File: config.mk
export PLATFORM = sky130hd
export DESIGN_NAME = minimum_jerk_trajectory_generator_unit
export DESIGN_NICKNAME = d
export VERILOG_FILES = /design/src/hdl/mjtg_pkg.sv /design/src/hdl/mjtg_div.sv /design/src/hdl/mjtg_mul.sv /design/src/hdl/minimum_jerk_trajectory_generator_unit.sv
export VERILOG_INCLUDE_DIRS = /design/src /design/src/hdl
export SDC_FILE = /design/constraint.sdc
export NUM_CORES = 1
export LEC_CHECK = 0
export ABC_AREA = 1
export BUFFER_PORTS_ARGS = -buffer_cell sky130_fd_sc_hd__buf_2
export CAP_MARGIN = 30
export CORE_MARGIN = 1
export CORE_UTILIZATION = 60
export DETAILED_ROUTE_END_ITERATION = 12
export PLACE_DENSITY = 0.82
export RECOVER_POWER = 25
export SKIP_CTS_REPAIR_TIMING = 1
export SKIP_LAST_GASP = 1
export SLEW_MARGIN = 40
export SYNTH_ARGS = -nofsm -noshare
export SYNTH_HDL_FRONTEND = slang
export SYNTH_SLANG_ARGS = --single-unit
File: constraint.sdc
create_clock -name i_clk -period 9.5 [get_ports i_clk]
set_clock_uncertainty 0.15 [all_clocks]
set_input_delay 0 -clock i_clk [delete_from_list [all_inputs] [get_ports i_clk]]
set_output_delay 0 -clock i_clk [all_outputs]
set_load 0.02 [all_outputs]
File: src/hdl/assert_macros.svh
// assertion helpers shared by the rtl files
`ifndef ASSERT_MACROS_SVH
`define ASSERT_MACROS_SVH

// same-cycle implication
`define ASSERT_IMPLY(lbl, clk, rst_n, ante, cons) \
    lbl: assert property (@(posedge clk) disable iff (!rst_n) (ante) |-> (cons)) \
        else $error("assertion failed");

// next-cycle implication
`define ASSERT_NEXT(lbl, clk, rst_n, ante, cons) \
    lbl: assert property (@(posedge clk) disable iff (!rst_n) (ante) |=> (cons)) \
        else $error("assertion failed");

`endif

File: src/hdl/mjtg_pkg.sv
package mjtg_pkg;

    typedef enum logic [1:0] {
        CFG_START_POSITION = 2'd0,
        CFG_GOAL_POSITION  = 2'd1,
        CFG_STEP_COUNT     = 2'd2
    } t_cfg_index;

    typedef struct packed {
        logic busy;
        logic done;
    } t_unit_sts;

    localparam int BLEND_Q_COEF = 15;
    localparam int BLEND_T_COEF = 10;
    localparam int BLEND_S_COEF = 6;
    localparam int STEP_COUNT_RESET = 1000;

endpackage

File: src/hdl/mjtg_div.sv
`include "assert_macros.svh"

module mjtg_div
    import mjtg_pkg::*;
#(
    parameter int SB = 16,
    parameter int QW = 16
) (
    input  logic          i_clk,
    input  logic          i_rst_n,
    input  logic          i_start,
    input  logic [SB-1:0] i_dividend,
    input  logic [SB-1:0] i_divisor,
    output t_unit_sts     o_sts,
    output logic [QW-1:0] o_quotient
);

    localparam int CW = $clog2(QW + 1);

    logic [SB-1:0] r_rem;
    logic [SB-1:0] r_div;
    logic [QW-1:0] r_quo;
    logic [CW-1:0] r_cnt;
    logic          r_busy;
    logic          r_done;

    logic [SB:0] rem2;
    logic [SB:0] diff;
    logic        ge;

    // one quotient bit per cycle, restoring
    always_comb begin
        rem2 = {r_rem, 1'b0};
        ge   = rem2 >= {1'b0, r_div};
        diff = rem2 - {1'b0, r_div};
    end

    always_ff @(posedge i_clk) begin
        if (!i_rst_n) begin
            r_busy <= 1'b0;
            r_done <= 1'b0;
            r_cnt  <= '0;
        end else begin
            r_done <= 1'b0;
            if (i_start) begin
                r_busy <= 1'b1;
                r_cnt  <= CW'(QW);
            end else if (r_busy) begin
                r_cnt <= r_cnt - CW'(1);
                if (r_cnt == CW'(1)) begin
                    r_busy <= 1'b0;
                    r_done <= 1'b1;
                end
            end
        end
    end

    always_ff @(posedge i_clk) begin
        if (i_start) begin
            r_rem <= i_dividend;
            r_div <= i_divisor;
            r_quo <= '0;
        end else if (r_busy) begin
            r_rem <= ge ? diff[SB-1:0] : rem2[SB-1:0];
            r_quo <= {r_quo[QW-2:0], ge};
        end
    end

    assign o_sts.busy = r_busy;
    assign o_sts.done = r_done;
    assign o_quotient = r_quo;

    `ASSERT_IMPLY(a_rem_below_divisor, i_clk, i_rst_n, r_busy, r_rem < r_div)
    `ASSERT_NEXT(a_div_done_single, i_clk, i_rst_n, r_done, !r_done && !r_busy)

endmodule

File: src/hdl/mjtg_mul.sv
`include "assert_macros.svh"

module mjtg_mul
    import mjtg_pkg::*;
#(
    parameter int AW    = 32,
    parameter int BW    = 17,
    parameter int SHIFT = 16
) (
    input  logic                   i_clk,
    input  logic                   i_rst_n,
    input  logic                   i_start,
    input  logic [AW-1:0]          i_a,
    input  logic [BW-1:0]          i_b,
    output t_unit_sts              o_sts,
    output logic [AW+BW-SHIFT-1:0] o_product
);

    localparam int CW = $clog2(BW + 1);

    logic [AW-1:0] r_a;
    logic [BW-1:0] r_b;
    logic [AW-1:0] r_acc;
    logic [BW-1:0] r_low;
    logic [CW-1:0] r_cnt;
    logic          r_busy;
    logic          r_done;

    logic [AW:0] sum;

    // lsb-first shift-add, one multiplier bit per cycle
    assign sum = {1'b0, r_acc} + (r_b[0] ? {1'b0, r_a} : '0);

    always_ff @(posedge i_clk) begin
        if (!i_rst_n) begin
            r_busy <= 1'b0;
            r_done <= 1'b0;
            r_cnt  <= '0;
        end else begin
            r_done <= 1'b0;
            if (i_start) begin
                r_busy <= 1'b1;
                r_cnt  <= CW'(BW);
            end else if (r_busy) begin
                r_cnt <= r_cnt - CW'(1);
                if (r_cnt == CW'(1)) begin
                    r_busy <= 1'b0;
                    r_done <= 1'b1;
                end
            end
        end
    end

    always_ff @(posedge i_clk) begin
        if (i_start) begin
            r_a   <= i_a;
            r_b   <= i_b;
            r_acc <= '0;
            r_low <= '0;
        end else if (r_busy) begin
            r_acc <= sum[AW:1];
            r_low <= {sum[0], r_low[BW-1:1]};
            r_b   <= {1'b0, r_b[BW-1:1]};
        end
    end

    assign o_sts.busy = r_busy;
    assign o_sts.done = r_done;
    assign o_product  = {r_acc, r_low[BW-1:SHIFT]};

    `ASSERT_NEXT(a_mul_done_single, i_clk, i_rst_n, r_done, !r_done && !r_busy)

endmodule

File: src/hdl/minimum_jerk_trajectory_generator_unit.sv
// one axis of a minimum-jerk point-to-point profile, one sample per transaction
// config: write start, goal and step count through the write port while idle
// input channel: i_in_valid / o_in_ready, payload i_restart (1 restarts at sample 0)
// output channel: o_out_valid / i_out_ready, payload position, sample index, last
// each input transaction yields exactly one output transaction
// an accepted sample runs through the bit-serial divider followed by five passes
//   of the bit-serial multiplier, then the finish state loads the output register
// samples at or past the end skip the arithmetic and go straight from accept to
//   the finish state
// one sample is in work at a time; o_in_ready is high only between samples
// the result sits in an output register, so a new sample is accepted while it
// waits; a stalled receiver holds the result and stops the next one at the end
// of its arithmetic until the register frees up
// reset: counter to zero, start and goal to zero, step count to 1000, no output
`include "assert_macros.svh"

module minimum_jerk_trajectory_generator_unit
    import mjtg_pkg::*;
#(
    parameter int POSITION_BITS       = 32,
    parameter int PHASE_FRACTION_BITS = 16,
    parameter int STEP_BITS           = 16
) (
    input  logic                       i_clk,
    input  logic                       i_rst_n,
    input  logic                       i_cfg_we,
    input  logic [1:0]                 i_cfg_index,
    input  logic [((POSITION_BITS > STEP_BITS) ? POSITION_BITS : STEP_BITS)-1:0] i_cfg_data,
    input  logic                       i_in_valid,
    output logic                       o_in_ready,
    input  logic                       i_restart,
    output logic                       o_out_valid,
    input  logic                       i_out_ready,
    output logic [POSITION_BITS-1:0]   o_position,
    output logic [STEP_BITS-1:0]       o_sample_index,
    output logic                       o_last
);

    localparam int P  = POSITION_BITS;
    localparam int F  = PHASE_FRACTION_BITS;
    localparam int SB = STEP_BITS;
    localparam int TW = F + 4;
    localparam int MW = (P > TW) ? P : TW;
    localparam logic [TW-1:0] Q_BASE = TW'(BLEND_Q_COEF * (2 ** F));
    localparam logic [TW-1:0] T_BASE = TW'(BLEND_T_COEF * (2 ** F));

    typedef enum logic [2:0] {
        S_IDLE,
        S_DIV,
        S_MUL_Q,
        S_MUL_T,
        S_MUL_OFF,
        S_FINISH
    } t_state;

    t_state         r_state, n_state;
    logic [P-1:0]   r_start, r_goal;
    logic [SB-1:0]  r_steps;
    logic [SB-1:0]  r_counter, n_counter;
    logic [SB-1:0]  r_index, n_index;
    logic           r_last, n_last;
    logic [F-1:0]   r_s, n_s;
    logic [1:0]     r_pass, n_pass;
    logic           r_neg, n_neg;
    logic [P-1:0]   r_result, n_result;
    logic           r_div_start, n_div_start;
    logic           r_mul_start, n_mul_start;
    logic [MW-1:0]  r_mul_a, n_mul_a;
    logic [F:0]     r_mul_b, n_mul_b;
    logic           r_out_valid, n_out_valid;
    logic [P-1:0]   r_position, n_position;
    logic [SB-1:0]  r_sample_index, n_sample_index;
    logic           r_out_last, n_out_last;

    t_unit_sts      div_sts, mul_sts;
    logic [F-1:0]   div_quo;
    logic [MW:0]    mul_prod;

    logic [SB-1:0]  idx_sel, idx_clamp;
    logic [TW-1:0]  q_val, six_s, t_val;
    logic [P:0]     diff, mag_w;
    logic [P-1:0]   off;

    mjtg_div #(.SB(SB), .QW(F)) u_div (
        .i_clk      (i_clk),
        .i_rst_n    (i_rst_n),
        .i_start    (r_div_start),
        .i_dividend (r_index),
        .i_divisor  (r_steps),
        .o_sts      (div_sts),
        .o_quotient (div_quo)
    );

    mjtg_mul #(.AW(MW), .BW(F + 1), .SHIFT(F)) u_mul (
        .i_clk     (i_clk),
        .i_rst_n   (i_rst_n),
        .i_start   (r_mul_start),
        .i_a       (r_mul_a),
        .i_b       (r_mul_b),
        .o_sts     (mul_sts),
        .o_product (mul_prod)
    );

    always_comb begin
        idx_sel   = i_restart ? '0 : r_counter;
        idx_clamp = (idx_sel > r_steps) ? r_steps : idx_sel;
        six_s     = (TW'(div_quo) << 2) + (TW'(div_quo) << 1);
        q_val     = Q_BASE - six_s;
        t_val     = T_BASE - mul_prod[TW-1:0];
        diff      = {r_goal[P-1], r_goal} - {r_start[P-1], r_start};
        mag_w     = diff[P] ? (~diff + 1'b1) : diff;
        off       = mul_prod[P-1:0];
    end

    always_comb begin
        n_state        = r_state;
        n_counter      = r_counter;
        n_index        = r_index;
        n_last         = r_last;
        n_s            = r_s;
        n_pass         = r_pass;
        n_neg          = r_neg;
        n_result       = r_result;
        n_div_start    = 1'b0;
        n_mul_start    = 1'b0;
        n_mul_a        = r_mul_a;
        n_mul_b        = r_mul_b;
        n_out_valid    = r_out_valid && !i_out_ready;
        n_position     = r_position;
        n_sample_index = r_sample_index;
        n_out_last     = r_out_last;
        case (r_state)
            S_IDLE: begin
                if (i_in_valid) begin
                    n_index   = idx_clamp;
                    n_last    = idx_clamp == r_steps;
                    n_counter = (idx_clamp < r_steps) ? idx_clamp + SB'(1) : r_steps;
                    if (idx_clamp == r_steps) begin
                        n_result = r_goal;
                        n_state  = S_FINISH;
                    end else begin
                        n_div_start = 1'b1;
                        n_state     = S_DIV;
                    end
                end
            end
            S_DIV: begin
                if (div_sts.done) begin
                    n_s         = div_quo;
                    n_mul_a     = MW'(q_val);
                    n_mul_b     = (F + 1)'(div_quo);
                    n_mul_start = 1'b1;
                    n_state     = S_MUL_Q;
                end
            end
            S_MUL_Q: begin
                if (mul_sts.done) begin
                    n_mul_a     = MW'(t_val);
                    n_mul_b     = (F + 1)'(r_s);
                    n_mul_start = 1'b1;
                    n_pass      = 2'd0;
                    n_state     = S_MUL_T;
                end
            end
            S_MUL_T: begin
                if (mul_sts.done) begin
                    n_mul_start = 1'b1;
                    if (r_pass == 2'd2) begin
                        n_neg   = diff[P];
                        n_mul_a = MW'(mag_w[P-1:0]);
                        n_mul_b = mul_prod[F:0];
                        n_state = S_MUL_OFF;
                    end else begin
                        n_pass  = r_pass + 2'd1;
                        n_mul_a = MW'(mul_prod[TW-1:0]);
                        n_mul_b = (F + 1)'(r_s);
                    end
                end
            end
            S_MUL_OFF: begin
                if (mul_sts.done) begin
                    n_result = r_neg ? (r_start - off) : (r_start + off);
                    n_state  = S_FINISH;
                end
            end
            S_FINISH: begin
                if (!r_out_valid || i_out_ready) begin
                    n_out_valid    = 1'b1;
                    n_position     = r_result;
                    n_sample_index = r_index;
                    n_out_last     = r_last;
                    n_state        = S_IDLE;
                end
            end
            default: begin
                n_state = S_IDLE;
            end
        endcase
    end

    always_ff @(posedge i_clk) begin
        if (!i_rst_n) begin
            r_state     <= S_IDLE;
            r_start     <= '0;
            r_goal      <= '0;
            r_steps     <= SB'(STEP_COUNT_RESET);
            r_counter   <= '0;
            r_div_start <= 1'b0;
            r_mul_start <= 1'b0;
            r_out_valid <= 1'b0;
        end else begin
            r_state     <= n_state;
            r_counter   <= n_counter;
            r_div_start <= n_div_start;
            r_mul_start <= n_mul_start;
            r_out_valid <= n_out_valid;
            if (i_cfg_we) begin
                if (i_cfg_index == CFG_START_POSITION) begin
                    r_start <= i_cfg_data[P-1:0];
                end else if (i_cfg_index == CFG_GOAL_POSITION) begin
                    r_goal <= i_cfg_data[P-1:0];
                end else if (i_cfg_index == CFG_STEP_COUNT) begin
                    r_steps <= i_cfg_data[SB-1:0];
                end
            end
        end
    end

    always_ff @(posedge i_clk) begin
        r_index        <= n_index;
        r_last         <= n_last;
        r_s            <= n_s;
        r_pass         <= n_pass;
        r_neg          <= n_neg;
        r_result       <= n_result;
        r_mul_a        <= n_mul_a;
        r_mul_b        <= n_mul_b;
        r_position     <= n_position;
        r_sample_index <= n_sample_index;
        r_out_last     <= n_out_last;
    end

    assign o_in_ready     = r_state == S_IDLE;
    assign o_out_valid    = r_out_valid;
    assign o_position     = r_position;
    assign o_sample_index = r_sample_index;
    assign o_last         = r_out_last;

    `ASSERT_NEXT(a_busy_after_accept, i_clk, i_rst_n, i_in_valid && o_in_ready, !o_in_ready)
    `ASSERT_IMPLY(a_units_quiet_when_idle, i_clk, i_rst_n, o_in_ready, !div_sts.busy && !mul_sts.busy)
    `ASSERT_IMPLY(a_last_matches_steps, i_clk, i_rst_n, o_out_valid, o_last == (o_sample_index == r_steps))
    `ASSERT_IMPLY(a_last_holds_goal, i_clk, i_rst_n, o_out_valid && o_last, o_position == r_goal)

endmodule
# Yosys cells after proc, flatten, opt, wreduce, memory -nomap -nowiden
# Cells that the tools add are included.
# word_totals
register_bits	428
latchBits	0
ramBits	0
rom_bits	0
input_bits	40
output_inout_bits	51
word_cells	160
memories	0
# classes
n_addsub	13
n_mul	0
div	0
magnitude_cmp	3
n_eq_ne	20
shift	0
mux	56
bitwise	6
n_reduce_logical	28
# op_table
operator	n
$mux 32	10
$mux 17	6
$mux 16	6
$pmux 32 s3	1
$pmux 32 s2	1
$pmux 17 s3	1
$add 32x33->33	1
$sub 32x32->33	1
$add 32x1->32 const B	1
$add 32x32->32	1
$not 32->32	1
$sub 32x32->32	1
$mux 3	8
$mux 5	4
$sub 20x19->20 const A	1
$sub 20x20->20 const A	1
$add 18x17->19	1
$pmux 3 s6	1
$ge 17x16->1	1
$add 16x1->16 const B	1
$eq 16x16->1	1
$gt 16x16->1	1
$lt 16x16->1	1
$reduce_and 4->1	4
28 further kinds	70

# Depth between registers and ports, before layout
# Gate-level depths: netlist (run 1).
# depth
word_depth	7
depth_mapped	29
mapped_depth_nobuf	27

# Hierarchy
# A second synthesis (run 1) with hierarchy kept.
# unflattened
hier_cells	3732
hier_area_um2	27581.5
# by_module_without_submodules
module	n_inst	cells_per_inst	area_each_um2	seq_area_each_um2
minimum_jerk_trajectory_generator_unit	1	2431	18292.5	7026.7
mjtg_mul	1	855	5826.8	2272.2
mjtg_div	1	446	3462.1	1421.4

# Worst setup path before layout (run 1)
# Ideal clock, no wire load.
# synth_timing
path_type	input to register
startpoint	in i_restart
endpoint	reg r_result[0], enable pin
arrival_ns	3.974
required_ns	8.929
path_slack_ns	4.955
path_stages	22
n_path_buf	2
path_cell_list	inv_1 clkbuf_1 nand2_1 inv_1 ha_1 a21o_1 nor2_1 nand2_1 nand2_1 nand2_2 nand2_2 buf_2 nand2_1 nand2_1 inv_1 ha_1 nand4_1 inv_1 nand4_1 nor3_1 o21ai_0 nor2_1
# synth_between
elab_chain_cells	6
# synth_lines
item	line_no	source
from (decl)	minimum_jerk_trajectory_generator_unit.sv:31	input logic i_restart,
$mux 16 (*)	minimum_jerk_trajectory_generator_unit.sv:105	idx_sel = i_restart ? '0 : r_counter;
$gt 16x16->1	minimum_jerk_trajectory_generator_unit.sv:106	idx_clamp = (idx_sel > r_steps) ? r_steps : idx_sel;
$mux 16 (*)	minimum_jerk_trajectory_generator_unit.sv:106	
net idx_clamp[13]	minimum_jerk_trajectory_generator_unit.sv:79	logic [SB-1:0] idx_sel, idx_clamp;
$eq 16x16->1 (*)	minimum_jerk_trajectory_generator_unit.sv:138	if (idx_clamp == r_steps) begin
$ne 2x1->1 (no line) (*)	n/a	
$reduce_and 4->1 (no line) (*)	n/a	
to (signal assigned)	minimum_jerk_trajectory_generator_unit.sv:235	r_result <= n_result;
to (decl)	minimum_jerk_trajectory_generator_unit.sv:65	logic [P-1:0] r_result, n_result;
# The timed path passes the listed nets; every way through them passes the cells marked *.
# A chain may end at the register's enable or synchronous reset.

# Worst setup path in the final report (run 1)
# layout_timing
startpoint	in i_restart
endpoint	reg r_result[25], enable pin
# Same word-level chain as after synthesis.

==> results of run 1 <==
-- cell type report --
cell class                 instances  area [µm²]  area share, %
clock inverter                    22         312           1.07
sequential                       412       10700           36.7
inverter                         509        1910           6.55
clock buffer                      59        1240           4.24
multi-input combinational       2425       13300           45.4
timing repair buffer             158        1020           3.49
tap                              585         732           2.51
-- critical path, cell delays in order --
cell           delay (ps)
dlygate4sd3_1         530
buf_2                 150
inv_1                 390
nand2_1               130
inv_1                 100
ha_1                  170
nand4_1               150
nor3_2                200
nand3_2               560
nand2_2               680
o21ai_0               260
ha_1                  390
nand4_1               100
inv_1                 100
nand4_1               190
nor3_1                420
o21ai_0               260
nor2_4                450
buf_8                 270
-- worst max path at each step --
stage                             startpoint                endpoint  slack, ps
floorplan                          i_restart   r_result[0]$_DFFE_PP_       4950
global placement                   i_restart  r_result[31]$_DFFE_PP_       4060
detailed placement                 i_restart  r_result[27]$_DFFE_PP_       4160
finish                             i_restart  r_result[25]$_DFFE_PP_       4070
CTS                 r_steps[11]$_SDFFE_PN0P_  r_result[23]$_DFFE_PP_       4280
global route                       i_restart  r_result[23]$_DFFE_PP_       3750
-- cell usage after synthesis (33+ instances only) --
cell type  number  share of area (%)
a21oi_1       311                5.9
clkbuf_1       77                1.1
dfxtp_1       165                 13
edfxtp_1      247                 28
ha_1          182                8.7
inv_1         488                7.0
nand2_1       807                 12
nand3_1       173                3.3
nand4_1        37               0.88
nor2_1        252                3.6
nor3_1         33               0.63
o21ai_0       280                5.3
xor2_1         68                2.3
-- power groups by stage --
stage	Combinational (mW)	Clock, mW	Sequential (mW)
detailed placement	2.78	0	2.36
CTS	2.81	1.85	2.33
global placement	2.73	0	2.36
floorplan	2.12	0	2.30
finish	2.89	1.84	2.34
global route	3.23	1.93	2.35
-- state kept, by name (all words and copies together), names as in the netlist, 16 cells and up --
register / count
o_position: 32
r_goal: 32
r_mul_a: 32
r_result: 32
r_start: 32
u_mul.r_a: 32
u_mul.r_acc: 32
r_mul_b: 17
u_mul.r_b: 17
o_sample_index: 16
r_counter: 16
r_index: 16
r_s: 16
r_steps: 16
u_div.o_quotient: 16
u_div.r_div: 16
u_div.r_rem: 16
-- logic make-up (layout without fill, tap and decap cells) --
logic type | count (synthesis) | count (layout)
compound gates | 759 | 759
xor+xnor | 101 | 101
fa+ha+maj | 186 | 186
buf+inv | 604 | 748
flops | 412 | 412
simple gates | 1379 | 1379
-- placed cells by master, fill, tap and decap left out, types with 30 or more instances in the layout --
| cell type | instances |
|---|---|
| o211ai_1 | 30 |
| xnor2_1 | 30 |
| dfxtp_1 | 165 |
| nor2_1 | 250 |
| clkbuf_16 | 44 |
| nand3_1 | 172 |
| xor2_1 | 68 |
| ha_1 | 182 |
| buf_2 | 40 |
| a21oi_1 | 310 |
| inv_1 | 484 |
| o21ai_0 | 279 |
| dlygate4sd3_1 | 49 |
| nand2_1 | 804 |
| edfxtp_1 | 247 |
| nand4_1 | 37 |
| clkbuf_1 | 60 |
| nor3_1 | 33 |
-- per-layer routing --
| layer | routed length [µm] | GRT usage, % | share of wire, % | up-vias |
|---|---|---|---|---|
| met1 | 30200 | 42.2 | 41 | 11000 |
| met2 | 33700 | 52.7 | 46 | 1095 |
| met4 | 3630 | 15.8 | 4.9 | 0 |
| met5 | 0 | 0 | 0 | - |
| met3 | 6070 | 5.29 | 8.2 | 195 |
| li1 | - | - | - | 11700 |
==> results.yml, run 1 <==
yosys:
  synthMuxAreaShare_pct: 0
  synth_fa_ha_area_share_pct: 8.97
  ys.flop_type: "edfxtp_1"
  synth_warnings: 0
  synthArstFlopShare_pct: 0
  synth_edf_count: 247
  yosysSeqAreaShare_pct: 40.8
  synth_compound_area_share_pct: 15.8
  synth_top_family_by_area: "simple AND/OR/NAND/NOR gates"
  synth_area_mm2: 0.0263
  synth_xor_area_share_pct: 3.50
  synth_nets: 3667
  avgSynthCellArea_um2: 7.63
  yosysUniqueCellTypes: 59
  synthCells: 3441
  yosys.area_share.simple_pct: 22.0
  ys_ff_latch: 412
timing:
  slew_viol_final: 180
  min_period_ps: 5430
  worstMarginPinSlew_ps: 2690
  setup_tns_ps: 0
  relSlewSlack_pct: -79.1
  hold-worst-slack_ps: 20.0
  finalHoldViolCount: 0
  setup_violations: 0
  rsz0062_at_grt: "no"
  setup_ws_ps: 4070
  finalCritPeriodShare_pct: 57.2
  fmax_mhz: 184
finish:
  syn2layout_area_growth_pct: 11.1
  drive_gt1_share_pct: 5.91
  utilization_pct: 67.6
  final_area_mm2: 0.0292
  final-instance-count-excl-fill: 4170
  fillers: 3607
  final_nets: 3776
  n_antenna_cell: 0
power:
  combPwrFrac_pct: 40.9
  max-vdd-ir-drop_uv: 169
  p_leak_nw: 13.1
  power.total_mw: 7.07
  internal_power_mw: 4.24
  seq_power_share_pct: 33.0
  switching_share_pct: 40.0
  clkPwrFrac_pct: 26.1
  power.switching_mw: 2.83
  p_per_area_mw_per_mm2: 242
drt:
  detail-route-antenna-nets: 0
  drt_pass1_iterations: 6
  num_vias: 24000
  routed_wl_mm: 73.6
  wire_per_inst_um: 17.7
  drt_iter0_drc: 2455
  drt-vias-per-instance: 5.75
  drc_errors: 0
placement:
  place_congestion: 0.986
  io_buffers: 90
  hpwl_mm: 53.4
  dpl_cell_area_mm2: 0.0272
  dp.cells: 4040
  place_ws_ps: 4160
die:
  start_util_pct: 60.9
  core_area_mm2: 0.0432
  fp.dieW_um: 211
  dieArea_mm2: 0.0446
  die_height_um: 211
  placementRows: 76
  num_io_pins: 91
status:
  outcome: "complete, but fails checks"
  failed_checks: "capacitance limit, slew limit"
clock_tree:
  cts.sinks: 412
  cts_made_buffers: 44
  h-tree-depth: 2
  cts_tree: "done"
  clk_pin_slew_ps: 60
  clockBufferDepth: 3
  cts-root-buf: "clkbuf_16"
  clock_latency_ps: 590
setup_path:
  startpoint_type: "input pin"
  required_ps: 9620
  r2r_setup_slack_ps: 4150
  crit_fanout: 26
  regToRegEndpoint: "r_result[25]$_DFFE_PP_"
  critical_path_arrival_ps: 5550
  ff2ff_path_depth: 15
  end_kind: "flip-flop"
  path_class: "in -> reg"
  r2r_start: "r_steps[11]$_SDFFE_PN0P_"
global_route:
  grt_pass1_vias: 22100
  grt_max_degree: 67
  grt_usage_pct: 32.5
  antenna_found_initial: 0
  grt_pass1_wl_mm: 114
  overflow: 0
hold_path:
  whs_path_depth: 5
  hold_path.class: "in -> reg"
  min-delay-start: "i_in_valid"
  whs_endpoint: "r_state[2]$_SDFFE_PN0P_"
flow_run:
  maxCapViolCount: 3
Note: power is estimated with default switching activity, not from simulation.
==> run 2, diff against run 1 <==
==> constraint.sdc (replaced) <==
create_clock -name i_clk -period 5.2 [get_ports i_clk]
set_clock_uncertainty 0.15 [all_clocks]
set_input_delay 0 -clock i_clk [delete_from_list [all_inputs] [get_ports i_clk]]
set_output_delay 0 -clock i_clk [all_outputs]
set_load 0.02 [all_outputs]
==> results.yml, run 2 (synthesis results as in run 1) <==
drt:
  drt_pass1_iterations: 6
  num_vias: 24100
  routed_wl_mm: 73.2
  detail-route-antenna-nets: 0
  wire_per_inst_um: 17.5
  drc_errors: 0
  drt-vias-per-instance: 5.76
  drt_iter0_drc: 2522
timing:
  setup_violations: 0
  fmax_mhz: 221
  rsz0062_at_grt: "no"
  worstMarginPinSlew_ps: 2670
  finalHoldViolCount: 0
  setup_tns_ps: 0
  slew_viol_final: 130
  min_period_ps: 4520
  finalCritPeriodShare_pct: 86.9
  hold-worst-slack_ps: 9.17
  relSlewSlack_pct: -78.1
placement:
  io_buffers: 90
  dp.cells: 4051
  place_congestion: 0.994
  hpwl_mm: 53.8
  dpl_cell_area_mm2: 0.0273
power:
  p_leak_nw: 13.2
  max-vdd-ir-drop_uv: 398
  p_per_area_mw_per_mm2: 439
setup_path:
  path_class: "in -> reg"
  startpoint_type: "input pin"
  required_ps: 5490
  critical_path_arrival_ps: 4810
  crit_fanout: 15
  end_kind: "flip-flop"
global_route:
  grt_usage_pct: 32.6
  overflow: 0
  grt_max_degree: 69
  grt_pass1_wl_mm: 115
  grt_pass1_vias: 22200
  antenna_found_initial: 0
clock_tree:
  clock_latency_ps: 600
  cts_tree: "done"
  cts-root-buf: "clkbuf_16"
  clockBufferDepth: 3
  cts.sinks: 412
  cts_made_buffers: 44
  h-tree-depth: 2
  clk_pin_slew_ps: 60
die:
  dieArea_mm2: 0.0446
  num_io_pins: 91
  placementRows: 76
  start_util_pct: 60.9
  die_height_um: 211
  core_area_mm2: 0.0432
  fp.dieW_um: 211
finish:
  utilization_pct: 67.7
  multi_input_area_mm2: 0.0133
  final-instance-count-excl-fill: 4184
  n_antenna_cell: 0
  final_nets: 3789
  fillers: 3600
  final_common_cell: "nand2_1"
  syn2layout_area_growth_pct: 11.3
  final_cell_mix: "nand2_1, inv_1, a21oi_1"
  final_area_mm2: 0.0292
  drive_gt1_share_pct: 6.06
  regArea_mm2: 0.0107
flow_run:
  maxCapViolCount: 2
hold_path:
  hold_path.class: "in -> reg"
status:
  outcome: "complete, but fails checks"
  failed_checks: "capacitance limit, slew limit"
[run 2: through the flow]
stage / total power, mW / setup slack (ps)
5_1_grt: 13.7 / 283
3_3_place_gp: 9.38 / 800
3_5_place_dp: 9.44 / 679
2_1_floorplan: 8.07 / 655
4_1_cts: 12.7 / 776
6_report: 12.8 / 681
[run 2: critical path: stages]
cell	delay [ps]
dlygate4sd3_1	530
buf_2	150
inv_1	390
nand2_1	130
inv_1	100
ha_1	170
nand4_1	160
nor3_2	200
nand3_2	100
buf_4	210
nand2_2	270
buf_4	250
nand2_1	60
nand2_1	140
inv_1	90
ha_1	300
nand2_1	70
inv_1	50
a221oi_1	300
o221ai_1	210
a21boi_0	410
buf_4	270
nand3_1	100
nand2_1	70
a21oi_1	60
[run 2: area by class of cell]
cell class / count / share of cell area, %
clock buffers: 53 / 3.88
clock inverters: 29 / 1.21
inverters: 509 / 6.53
multi-input cells: 2425 / 45.3
flip-flops and latches: 412 / 36.7
well taps: 585 / 2.50
repair buffers: 171 / 3.86
[run 2: worst paths after layout]
kind                                  from  cells after the start  slack, ps                    endpoint
setup / recovery                 i_restart                     25        680  r_counter[14]$_SDFFE_PN0P_
hold / removal                  i_in_valid                      5          9     r_state[2]$_SDFFE_PN0P_
setup reg to reg  r_steps[11]$_SDFFE_PN0P_                     21        770  r_counter[14]$_SDFFE_PN0P_
hold reg to reg       r_mul_a[5]$_DFFE_PP_                      0        270      u_mul.r_a[5]$_DFFE_PP_
[run 2: metal layers]
metal | up-vias | wire [µm] | global-route usage [%]
met5 | - | 0 | 0
met4 | 0 | 3690 | 16.2
met3 | 200 | 5500 | 3.87
met2 | 1044 | 33900 | 53.9
met1 | 11100 | 30100 | 42.3
li1 | 11800 | - | -
[run 2: power by group]
part | total [mW] | internal [mW] | switching (mW)
Clock | 3.29 | 1.92 | 1.37
Combinational | 5.30 | 1.81 | 3.50
Sequential | 4.25 | 3.97 | 0.288
